## src/hdl/tpu_pkg.sv

```systemverilog
// ----------------------------------------------------------------------------
// tpu_pkg
// Shared types and constants of the pattern unpacker.
// ----------------------------------------------------------------------------
package tpu_pkg;

  localparam int MAX_ROWS     = 256;
  localparam int MAX_CHANNELS = 32;

  // Configuration register indexes
  localparam logic CFG_ROWS     = 1'b0;
  localparam logic CFG_CHANNELS = 1'b1;

  // Result status codes
  localparam logic [1:0] STAT_OK    = 2'd0;
  localparam logic [1:0] STAT_DONE  = 2'd1;
  localparam logic [1:0] STAT_TRUNC = 2'd2;

  // Lead byte decoding
  localparam logic [7:0] LEAD_MASK_FLAG = 8'h80;
  localparam logic [4:0] FIELD_BITS     = 5'h1F;
  localparam logic [4:0] FULL_CELL_REST = 5'h1E;  // all fields after the note

  // Parser state; pending == 0 means the next byte is a lead byte unless finished is set
  typedef struct packed {
    logic [4:0]      pending;
    logic [7:0]      lead;
    logic [4:0][7:0] fields;   // note, instrument, volume, effect type, param
    logic [7:0]      row;
    logic [4:0]      chan;
    logic            finished;
  } parse_state_t;

  typedef struct packed {
    logic [7:0]      cell_mask;
    logic [4:0][7:0] fields;
    logic [7:0]      row_index;
    logic [4:0]      channel_index;
    logic            cell_valid;
    logic [1:0]      status;
  } cell_t;

endpackage

```

## src/hdl/tpu_if.sv

```systemverilog
// ----------------------------------------------------------------------------
// tpu_if
// Valid/ready channels for packed bytes in and decoded cells out.
// ----------------------------------------------------------------------------
interface tpu_byte_if;
  logic       valid;
  logic       ready;
  logic [7:0] data_byte;
  logic       end_of_data;

  modport source (output valid, data_byte, end_of_data, input ready);
  modport sink   (input valid, data_byte, end_of_data, output ready);
endinterface

interface tpu_cell_if;
  logic       valid;
  logic       ready;
  logic [7:0] cell_mask;
  logic [7:0] note_value;
  logic [7:0] instrument_number;
  logic [7:0] volume_byte;
  logic [7:0] effect_kind;
  logic [7:0] effect_value;
  logic [7:0] row_index;
  logic [4:0] channel_index;
  logic       cell_valid;
  logic [1:0] status;

  modport source (output valid, cell_mask, note_value, instrument_number, volume_byte,
                  effect_kind, effect_value, row_index, channel_index, cell_valid,
                  status, input ready);
  modport sink   (input valid, cell_mask, note_value, instrument_number, volume_byte,
                  effect_kind, effect_value, row_index, channel_index, cell_valid,
                  status, output ready);
endinterface

```

## src/hdl/tracker_pattern_unpacker_top.sv

```systemverilog
// ----------------------------------------------------------------------------
// tracker_pattern_unpacker_top
// Byte-serial unpacker for packed tracker pattern data.
// ----------------------------------------------------------------------------
// Usage:
//   feed  : packed pattern bytes, one per transfer; end_of_data marks the
//           last byte of a pattern's data.
//   cells : decoded cells, at most one per input transfer. A byte that
//           completes a cell yields a cell; a pattern cut off mid-cell yields
//           one transfer with cell_valid low and status TRUNC.
//   cfg_* : plain write port. Index 0 sets rows per pattern, index 1 sets
//           channels per row. Write only while no byte is in flight.
// Output: a result is registered and shows on cells the cycle after its byte.
// Throughput: one byte per cycle unless cells stalls; the next parser state
//   is combinational; the one-entry result register decouples the two sides.
// Stall: while a result waits on cells, feed stays ready only if that
//   result is taken in the same cycle; otherwise input waits.
// Reset: rst (synchronous) restores 64 rows, 8 channels and restarts the
//   parser at row 0, channel 0, expecting a lead byte.
// ----------------------------------------------------------------------------
module tracker_pattern_unpacker_top (
  input  logic        clk,
  input  logic        rst,
  input  logic        cfg_we,
  input  logic        cfg_index,
  input  logic [8:0]  cfg_data,
  tpu_byte_if.sink    feed,
  tpu_cell_if.source  cells
);
  import tpu_pkg::*;

  // Configuration registers
  logic [8:0] rows_cfg;
  logic [5:0] chans_cfg;
  logic [8:0] rows_eff;
  logic [5:0] chans_eff;

  // Parser state and result register
  parse_state_t st;
  parse_state_t st_next;
  logic         emit;
  cell_t        cell_next;
  cell_t        cell_q;
  logic         out_valid;
  logic         accept;

  always_ff @(posedge clk) begin
    if (rst) begin
      rows_cfg  <= 9'd64;
      chans_cfg <= 6'd8;
    end else if (cfg_we) begin
      unique case (cfg_index)
        CFG_ROWS:     rows_cfg  <= cfg_data;
        CFG_CHANNELS: chans_cfg <= cfg_data[5:0];
        default: ;
      endcase
    end
  end

  // Clamp out-of-range settings: zero acts as one, above max acts as max
  always_comb begin
    if (rows_cfg == 9'd0) begin
      rows_eff = 9'd1;
    end else if (rows_cfg > 9'(MAX_ROWS)) begin
      rows_eff = 9'(MAX_ROWS);
    end else begin
      rows_eff = rows_cfg;
    end
    if (chans_cfg == 6'd0) begin
      chans_eff = 6'd1;
    end else if (chans_cfg > 6'(MAX_CHANNELS)) begin
      chans_eff = 6'(MAX_CHANNELS);
    end else begin
      chans_eff = chans_cfg;
    end
  end

  tpu_cell_decoder u_decoder (
    .st          (st),
    .data_byte   (feed.data_byte),
    .end_of_data (feed.end_of_data),
    .rows_eff    (rows_eff),
    .chans_eff   (chans_eff),
    .st_next     (st_next),
    .emit        (emit),
    .cell_out    (cell_next)
  );

  // Take a byte whenever the result slot is free or being drained
  assign feed.ready = !out_valid || cells.ready;
  assign accept     = feed.valid && feed.ready;

  always_ff @(posedge clk) begin
    if (rst) begin
      st        <= '0;
      out_valid <= 1'b0;
    end else begin
      if (accept) st <= st_next;
      // a new result refills the slot even while the old one drains
      if (accept && emit) begin
        out_valid <= 1'b1;
      end else if (cells.ready) begin
        out_valid <= 1'b0;
      end
    end
  end

  always_ff @(posedge clk) begin
    if (accept && emit) cell_q <= cell_next;
  end

  assign cells.valid             = out_valid;
  assign cells.cell_mask         = cell_q.cell_mask;
  assign cells.note_value        = cell_q.fields[0];
  assign cells.instrument_number = cell_q.fields[1];
  assign cells.volume_byte       = cell_q.fields[2];
  assign cells.effect_kind       = cell_q.fields[3];
  assign cells.effect_value      = cell_q.fields[4];
  assign cells.row_index         = cell_q.row_index;
  assign cells.channel_index     = cell_q.channel_index;
  assign cells.cell_valid        = cell_q.cell_valid;
  assign cells.status            = cell_q.status;

  // A finished pattern never holds a half-parsed cell
  a_finished_idle: assert property (@(posedge clk) disable iff (rst)
    st.finished |-> st.pending == 5'd0)
    else $error("finished pattern with pending fields");

  // An ok or done status always carries a completed cell
  a_ok_has_cell: assert property (@(posedge clk) disable iff (rst)
    (out_valid && (cell_q.status == STAT_OK || cell_q.status == STAT_DONE))
      |-> cell_q.cell_valid)
    else $error("status without a completed cell");

  // A truncation report carries empty cell fields
  a_trunc_empty: assert property (@(posedge clk) disable iff (rst)
    (out_valid && !cell_q.cell_valid)
      |-> (cell_q.status == STAT_TRUNC && cell_q.cell_mask == 8'd0 && cell_q.fields == '0))
    else $error("malformed truncation report");

  // End of data always leaves the parser restarted
  a_eod_restart: assert property (@(posedge clk) disable iff (rst)
    (accept && feed.end_of_data) |=> (st == parse_state_t'('0)))
    else $error("parser not restarted after end of data");

endmodule

```

## src/hdl/tpu_cell_decoder.sv

```systemverilog
// ----------------------------------------------------------------------------
// tpu_cell_decoder
// Next parser state and result cell for one packed byte.
// ----------------------------------------------------------------------------
module tpu_cell_decoder (
  input  tpu_pkg::parse_state_t st,
  input  logic [7:0]            data_byte,
  input  logic                  end_of_data,
  input  logic [8:0]            rows_eff,
  input  logic [5:0]            chans_eff,
  output tpu_pkg::parse_state_t st_next,
  output logic                  emit,
  output tpu_pkg::cell_t        cell_out
);
  import tpu_pkg::*;

  parse_state_t work;
  logic [4:0]   sel;
  logic         chan_wrap;
  logic         row_last;

  always_comb begin
    work      = st;
    st_next   = st;
    emit      = 1'b0;
    cell_out  = '0;
    sel       = 5'd0;
    chan_wrap = 1'b0;
    row_last  = 1'b0;

    if (st.finished) begin
      // swallow bytes until the end marker
      if (end_of_data) begin
        st_next = '0;
      end
    end else begin
      if (st.pending == 5'd0) begin
        work.fields = '0;
        work.lead   = data_byte;
        if ((data_byte & LEAD_MASK_FLAG) != 8'd0) begin
          work.pending = data_byte[4:0] & FIELD_BITS;
        end else begin
          work.fields[0] = data_byte;
          work.pending   = FULL_CELL_REST;
        end
      end else begin
        // lowest pending field takes this byte
        sel = st.pending & (~st.pending + 5'd1);
        for (int k = 0; k < 5; k++) begin
          if (sel[k]) work.fields[k] = data_byte;
        end
        work.pending = st.pending & ~sel;
      end

      if (work.pending == 5'd0) begin
        emit                   = 1'b1;
        cell_out.cell_mask     = work.lead;
        cell_out.fields        = work.fields;
        cell_out.row_index     = st.row;
        cell_out.channel_index = st.chan;
        cell_out.cell_valid    = 1'b1;
        chan_wrap = ({1'b0, st.chan} + 6'd1) >= chans_eff;
        row_last  = ({1'b0, st.row} + 9'd1) >= rows_eff;
        if (chan_wrap) begin
          work.chan = 5'd0;
          if (row_last) begin
            work.finished = 1'b1;
          end else begin
            work.row = st.row + 8'd1;
          end
        end else begin
          work.chan = st.chan + 5'd1;
        end
        if (work.finished) begin
          cell_out.status = STAT_DONE;
        end else if (end_of_data) begin
          cell_out.status = STAT_TRUNC;
        end else begin
          cell_out.status = STAT_OK;
        end
        st_next = end_of_data ? parse_state_t'('0) : work;
      end else if (end_of_data) begin
        // data ran out mid-cell: report the position only
        emit                   = 1'b1;
        cell_out.row_index     = st.row;
        cell_out.channel_index = st.chan;
        cell_out.cell_valid    = 1'b0;
        cell_out.status        = STAT_TRUNC;
        st_next                = '0;
      end else begin
        st_next = work;
      end
    end
  end

endmodule
```

## src/flat_wrapper.sv

```systemverilog
// flat-port wrapper written by rule: the top's interface ports become plain ports
module tracker_pattern_unpacker_top_flat import tpu_pkg::*;
  (clk, rst, cfg_we, cfg_index, cfg_data, feed_valid, feed_data_byte, feed_end_of_data, feed_ready, cells_valid, cells_cell_mask, cells_note_value, cells_instrument_number, cells_volume_byte, cells_effect_kind, cells_effect_value, cells_row_index, cells_channel_index, cells_cell_valid, cells_status, cells_ready);
  tpu_byte_if feed_i ();
  tpu_cell_if cells_i ();
  input  logic clk;
  input  logic rst;
  input  logic cfg_we;
  input  logic cfg_index;
  input  logic [8:0] cfg_data;
  input wire logic [$bits(feed_i.valid)-1:0] feed_valid;
  input wire logic [$bits(feed_i.data_byte)-1:0] feed_data_byte;
  input wire logic [$bits(feed_i.end_of_data)-1:0] feed_end_of_data;
  output wire logic [$bits(feed_i.ready)-1:0] feed_ready;
  output wire logic [$bits(cells_i.valid)-1:0] cells_valid;
  output wire logic [$bits(cells_i.cell_mask)-1:0] cells_cell_mask;
  output wire logic [$bits(cells_i.note_value)-1:0] cells_note_value;
  output wire logic [$bits(cells_i.instrument_number)-1:0] cells_instrument_number;
  output wire logic [$bits(cells_i.volume_byte)-1:0] cells_volume_byte;
  output wire logic [$bits(cells_i.effect_kind)-1:0] cells_effect_kind;
  output wire logic [$bits(cells_i.effect_value)-1:0] cells_effect_value;
  output wire logic [$bits(cells_i.row_index)-1:0] cells_row_index;
  output wire logic [$bits(cells_i.channel_index)-1:0] cells_channel_index;
  output wire logic [$bits(cells_i.cell_valid)-1:0] cells_cell_valid;
  output wire logic [$bits(cells_i.status)-1:0] cells_status;
  input wire logic [$bits(cells_i.ready)-1:0] cells_ready;
  assign feed_i.valid = feed_valid;
  assign feed_i.data_byte = feed_data_byte;
  assign feed_i.end_of_data = feed_end_of_data;
  assign feed_ready = feed_i.ready;
  assign cells_valid = cells_i.valid;
  assign cells_cell_mask = cells_i.cell_mask;
  assign cells_note_value = cells_i.note_value;
  assign cells_instrument_number = cells_i.instrument_number;
  assign cells_volume_byte = cells_i.volume_byte;
  assign cells_effect_kind = cells_i.effect_kind;
  assign cells_effect_value = cells_i.effect_value;
  assign cells_row_index = cells_i.row_index;
  assign cells_channel_index = cells_i.channel_index;
  assign cells_cell_valid = cells_i.cell_valid;
  assign cells_status = cells_i.status;
  assign cells_i.ready = cells_ready;
  tracker_pattern_unpacker_top u_core (.clk(clk), .rst(rst), .cfg_we(cfg_we), .cfg_index(cfg_index), .cfg_data(cfg_data), .feed(feed_i), .cells(cells_i));
endmodule
```

## config.mk

```make
export PLATFORM = sky130hd
export DESIGN_NAME = tracker_pattern_unpacker_top_flat
export DESIGN_NICKNAME = d
export VERILOG_FILES = /design/src/hdl/tpu_pkg.sv /design/src/hdl/tpu_if.sv /design/src/hdl/tracker_pattern_unpacker_top.sv /design/src/hdl/tpu_cell_decoder.sv /design/src/flat_wrapper.sv
export SDC_FILE = /design/constraint.sdc
export NUM_CORES = 1
export LEC_CHECK = 0
export ABC_AREA = 1
export ABC_CLOCK_PERIOD_IN_PS = 6300
export CORE_ASPECT_RATIO = 0.5
export CORE_MARGIN = 10
export CORE_UTILIZATION = 30
export CTS_CLUSTER_SIZE = 28
export DETAILED_ROUTE_END_ITERATION = 10
export DONT_BUFFER_PORTS = 1
export PLACE_DENSITY = 0.55
export SYNTH_ARGS = -nofsm -noshare
export SYNTH_HDL_FRONTEND = slang
export SYNTH_SLANG_ARGS = --single-unit
export TNS_END_PERCENT = 20
```

## constraint.sdc

```tcl
create_clock -name clk -period 6.3 [get_ports clk]
set_clock_uncertainty 0.2 [all_clocks]
set_input_delay 0.63 -clock clk [delete_from_list [all_inputs] [get_ports clk]]
set_output_delay 0.63 -clock clk [all_outputs]
set_load 0.005 [all_outputs]
```

==> results.md <==
- Status: finished clean
- Peak supply drop: around 0.13 mV
- H-tree depth: 4
- Worst hold path class: input port to flip-flop
- Kind of start point of the critical path: flip-flop
- Hold path depth: 1
- Tmin final: 4.34 ns
- Vias/cell: between 4 and 5
- Seq cells post-synth: 147
- Max Clk Rate: 231 MHz
- Slowest-stage cell, CP: dfxtp_1
- Hold path startpoint: rst
- Slowest Stage Delay on Critical Path: between 0.5 and 0.6 ns
- N_diodes: 0
- Setup Fix Bufs, Post-CTS: 0
- Initial core utilization: 0.307
- Syn_nets: 939
- Avg Inst Size Synth: 7.85 µm²
- Leakage: 3.05 nW
- IO Pins: 90
- Commonest non-fill, non-tap cells in the layout: 227 x nand2_1, 127 x nor2_1, 103 x inv_1, 83 x dfxtp_1, 72 x a21oi_1
- Die ar.: roughly 30,000 µm²
- R2R setup slack: 1.96 ns
- GRT Resource Usage Total: 0.116
- WL per Instance: 14.7 µm
- Routed WL: 17.6 mm
- Clock share of power: 0.431
- Hold Path End: u_core.st[56]$_SDFFE_PP0P_
- Relative slew slack: 0.292
- Max FO, Critical Path: 54
- Final setup viols: 0
- Ys Warns: 0
- Max-Cap Viols: 0
- RSZ-0062 raised after global routing: no
- Rows: 39
- Detail Placement HPWL: between 10 and 15 mm
- Placed instance count: 1,165
- Die Wd: between 200 and 250 µm
- CTS root buf: clkbuf_16
- Vias in the first global route: 5,113
- Share of layout cells above drive strength 1: 0.0528
- Max Buffers Root-to-Sink: 2
- Post-synthesis cell type count: 34
- First-pass GRT wire length: 28.2 mm
- Grt ovf: 0
- Hold_buf cts: 0
- Post-route antenna net violation count: 0
- Pwr dens: 296 nW/µm²
- Register area share after synthesis: 0.508
- TritonRoute pass-1 iters: 4
- Nets: around 900
- # DRC: 0
- Area Overhead vs Synth: 11.2%
- Core Region: 23,000 µm²
- Top cell type's share of synthesized area: 0.273
- Syn Inst Count: 898
- Final Hold Viols: 0
- Layout Cells excl Fill: 1,197
- Combinational share of power: 0.111
- Arrival @ worst endpoint: approximately 4.2 ns
- 1st-iter DRT viols: around 400
- Critical path class: flip-flop to flip-flop
- Max-slew violation count: 0
- Power Internal: 0.00169 W
- Switching share of power: 0.271
- Reg-to-reg endpoint: u_core.cells.cell_mask[4]$_SDFFCE_PP0P_
- Share of power burned in registers: 0.458
- # clock sinks: roughly 150
- Cell area after synthesis: 7050 µm²
- Leading cell type in the layout, fill and taps excluded: nand2_1
- Critical Path RT: 6.19 ns
- P_sw: 0.000629 W
- Post-CTS sizing: 0
- Pin count of the biggest net entering global routing: 58
- CP Capture Type: flip-flop
- Crit-path cells: nor2_8 -> nand3_4 -> clkinv_2 -> nand2_2 -> a21oi_2 -> nand2_1 -> nand2_1 -> nand3_1 -> inv_2 -> buf_4
- Synth top area cells: edfxtp_1 27%, dfxtp_1 24%, nand2_1 12%
- TritonCTS clock tree: yes
- Sum Neg Setup Slack: 0 ns
- Area leader, netlist: edfxtp_1
- Vias: 5,493
- CP most frequent cell: nand2_1
- Clk Latency, worst-skew pair: 0.43 ns
- Initial antenna violation count: 0
- CTS Buf Count: 17
- Die Span Y: 128 µm
- R2R Path Start: u_core.st[62]$_SDFFE_PP0P_
- Slew @ Worst Pin: 1.06 ns
- GPL Wtd Cong: around 0.82
- Worst-path clk slew: approximately 0.060 ns
- Period utilisation layout: 0.688
- I/O Buffers: 0
- R2R cell count: 10
[worst max path at each step]
stage	startpoint	end	slack [ns]	cells past startpoint
floorplan	feed_data_byte[3]	u_core.cells.cell_mask[0]$_SDFFCE_PP0P_	3.08	11
global placement	u_core.st[62]$_SDFFE_PP0P_	u_core.cells.cell_mask[4]$_SDFFCE_PP0P_	2.11	10
detailed placement	u_core.st[62]$_SDFFE_PP0P_	u_core.cells.cell_mask[4]$_SDFFCE_PP0P_	1.96	10
CTS	u_core.st[62]$_SDFFE_PP0P_	u_core.cells.cell_mask[4]$_SDFFCE_PP0P_	1.94	10
global route	u_core.st[62]$_SDFFE_PP0P_	u_core.cells.effect_value[2]$_SDFFCE_PP0P_	1.51	10
finish	u_core.st[62]$_SDFFE_PP0P_	u_core.cells.cell_mask[4]$_SDFFCE_PP0P_	1.96	10
[cell usage after synthesis]
cell / n
clkinv_1: 1
inv_1: 104
nand2_4: 1
o31ai_1: 1
inv_2: 1
a21o_1: 1
o21ai_1: 5
edfxtp_1: 64
nand2_1: 227
o21ai_0: 49
nor3_1: 4
xor2_1: 6
o21a_1: 9
nor4_1: 2
clkinv_2: 1
o211ai_1: 15
buf_6: 5
nand2_2: 2
clkbuf_1: 32
nand3_2: 1
buf_4: 2
a21oi_1: 72
buf_1: 2
a21oi_2: 1
nand3_4: 1
nor2_1: 127
nor2_4: 2
buf_2: 2
nor2_8: 1
ha_1: 17
nand4_1: 11
nand3_1: 45
nand3b_1: 1
dfxtp_1: 83
[registers in the layout, summed over array words and instances (netlist names)]
register                        count
u_core.cells.cell_mask              8
u_core.cells.cell_valid             1
u_core.cells.channel_index          5
u_core.cells.effect_kind            8
u_core.cells.effect_value           8
u_core.cells.instrument_number      8
u_core.cells.note_value             8
u_core.cells.row_index              8
u_core.cells.status                 2
u_core.cells.valid                  1
u_core.cells.volume_byte            8
u_core.chans_cfg                    6
u_core.rows_cfg                     9
u_core.st                          67
[routing by layer]
layer,vias up,global-route usage,share of wire
met5,-,0,0
met4,0,0.0410,0.015
met3,19,0.0374,0.047
met2,80,0.189,0.48
met1,2525,0.142,0.46
li1,2869,-,-
[area by class of cell]
type                            count  area (µm²)
Clock buffer                       20         447
Clock inverter                     12         131
Fill cell                        2395       15100
Inverter                          107         403
Multi-Input combinational cell    601        2870
Sequential cell                   147        3580
Tap cell                          307         384
Timing Repair Buffer                3        22.5
[worst max-delay path, delay by kind of cell, from the launching register on]
family                 cells  cell delay, ns
AND/OR/NAND/NOR            6            1.29
buffers and inverters      3            1.43
AO/OA/AOI/OAI              1            0.50
flip-flops                 1            0.54
[power by group through the flow]
stage	combinational (W)	sequential, W	clock (W)
after floorplan	0.000218	0.00108	0
after global placement	0.000255	0.00109	0
after detailed placement	0.000259	0.00109	0
after CTS	0.000261	0.00107	0.00102
after global routing	0.000299	0.00107	0.00106
final	0.000257	0.00106	0.00100
[stage by stage]
step                setup slack (ns)  power, W  cell area (µm²)   util  hold WS [ns]
floorplan                       3.08   0.00129             7050      -         0.245
global placement                2.11   0.00134             7270  0.316         0.245
detailed placement              1.96   0.00135             7270  0.316         0.249
CTS                             1.94   0.00235             7840  0.341        0.0504
global route                    1.51   0.00243             7840  0.341        0.0463
finish                          1.96   0.00232             7840  0.341        0.0691
[logic make-up after synthesis]
kind of cell,Yosys count,synth area share
compound gates,153,0.118
xor+xnor,6,0.00745
fa+ha+maj,17,0.0302
buf+inv,150,0.0868
flops,147,0.508
simple gates,425,0.249
Note: power is estimated with default switching activity, not from simulation.
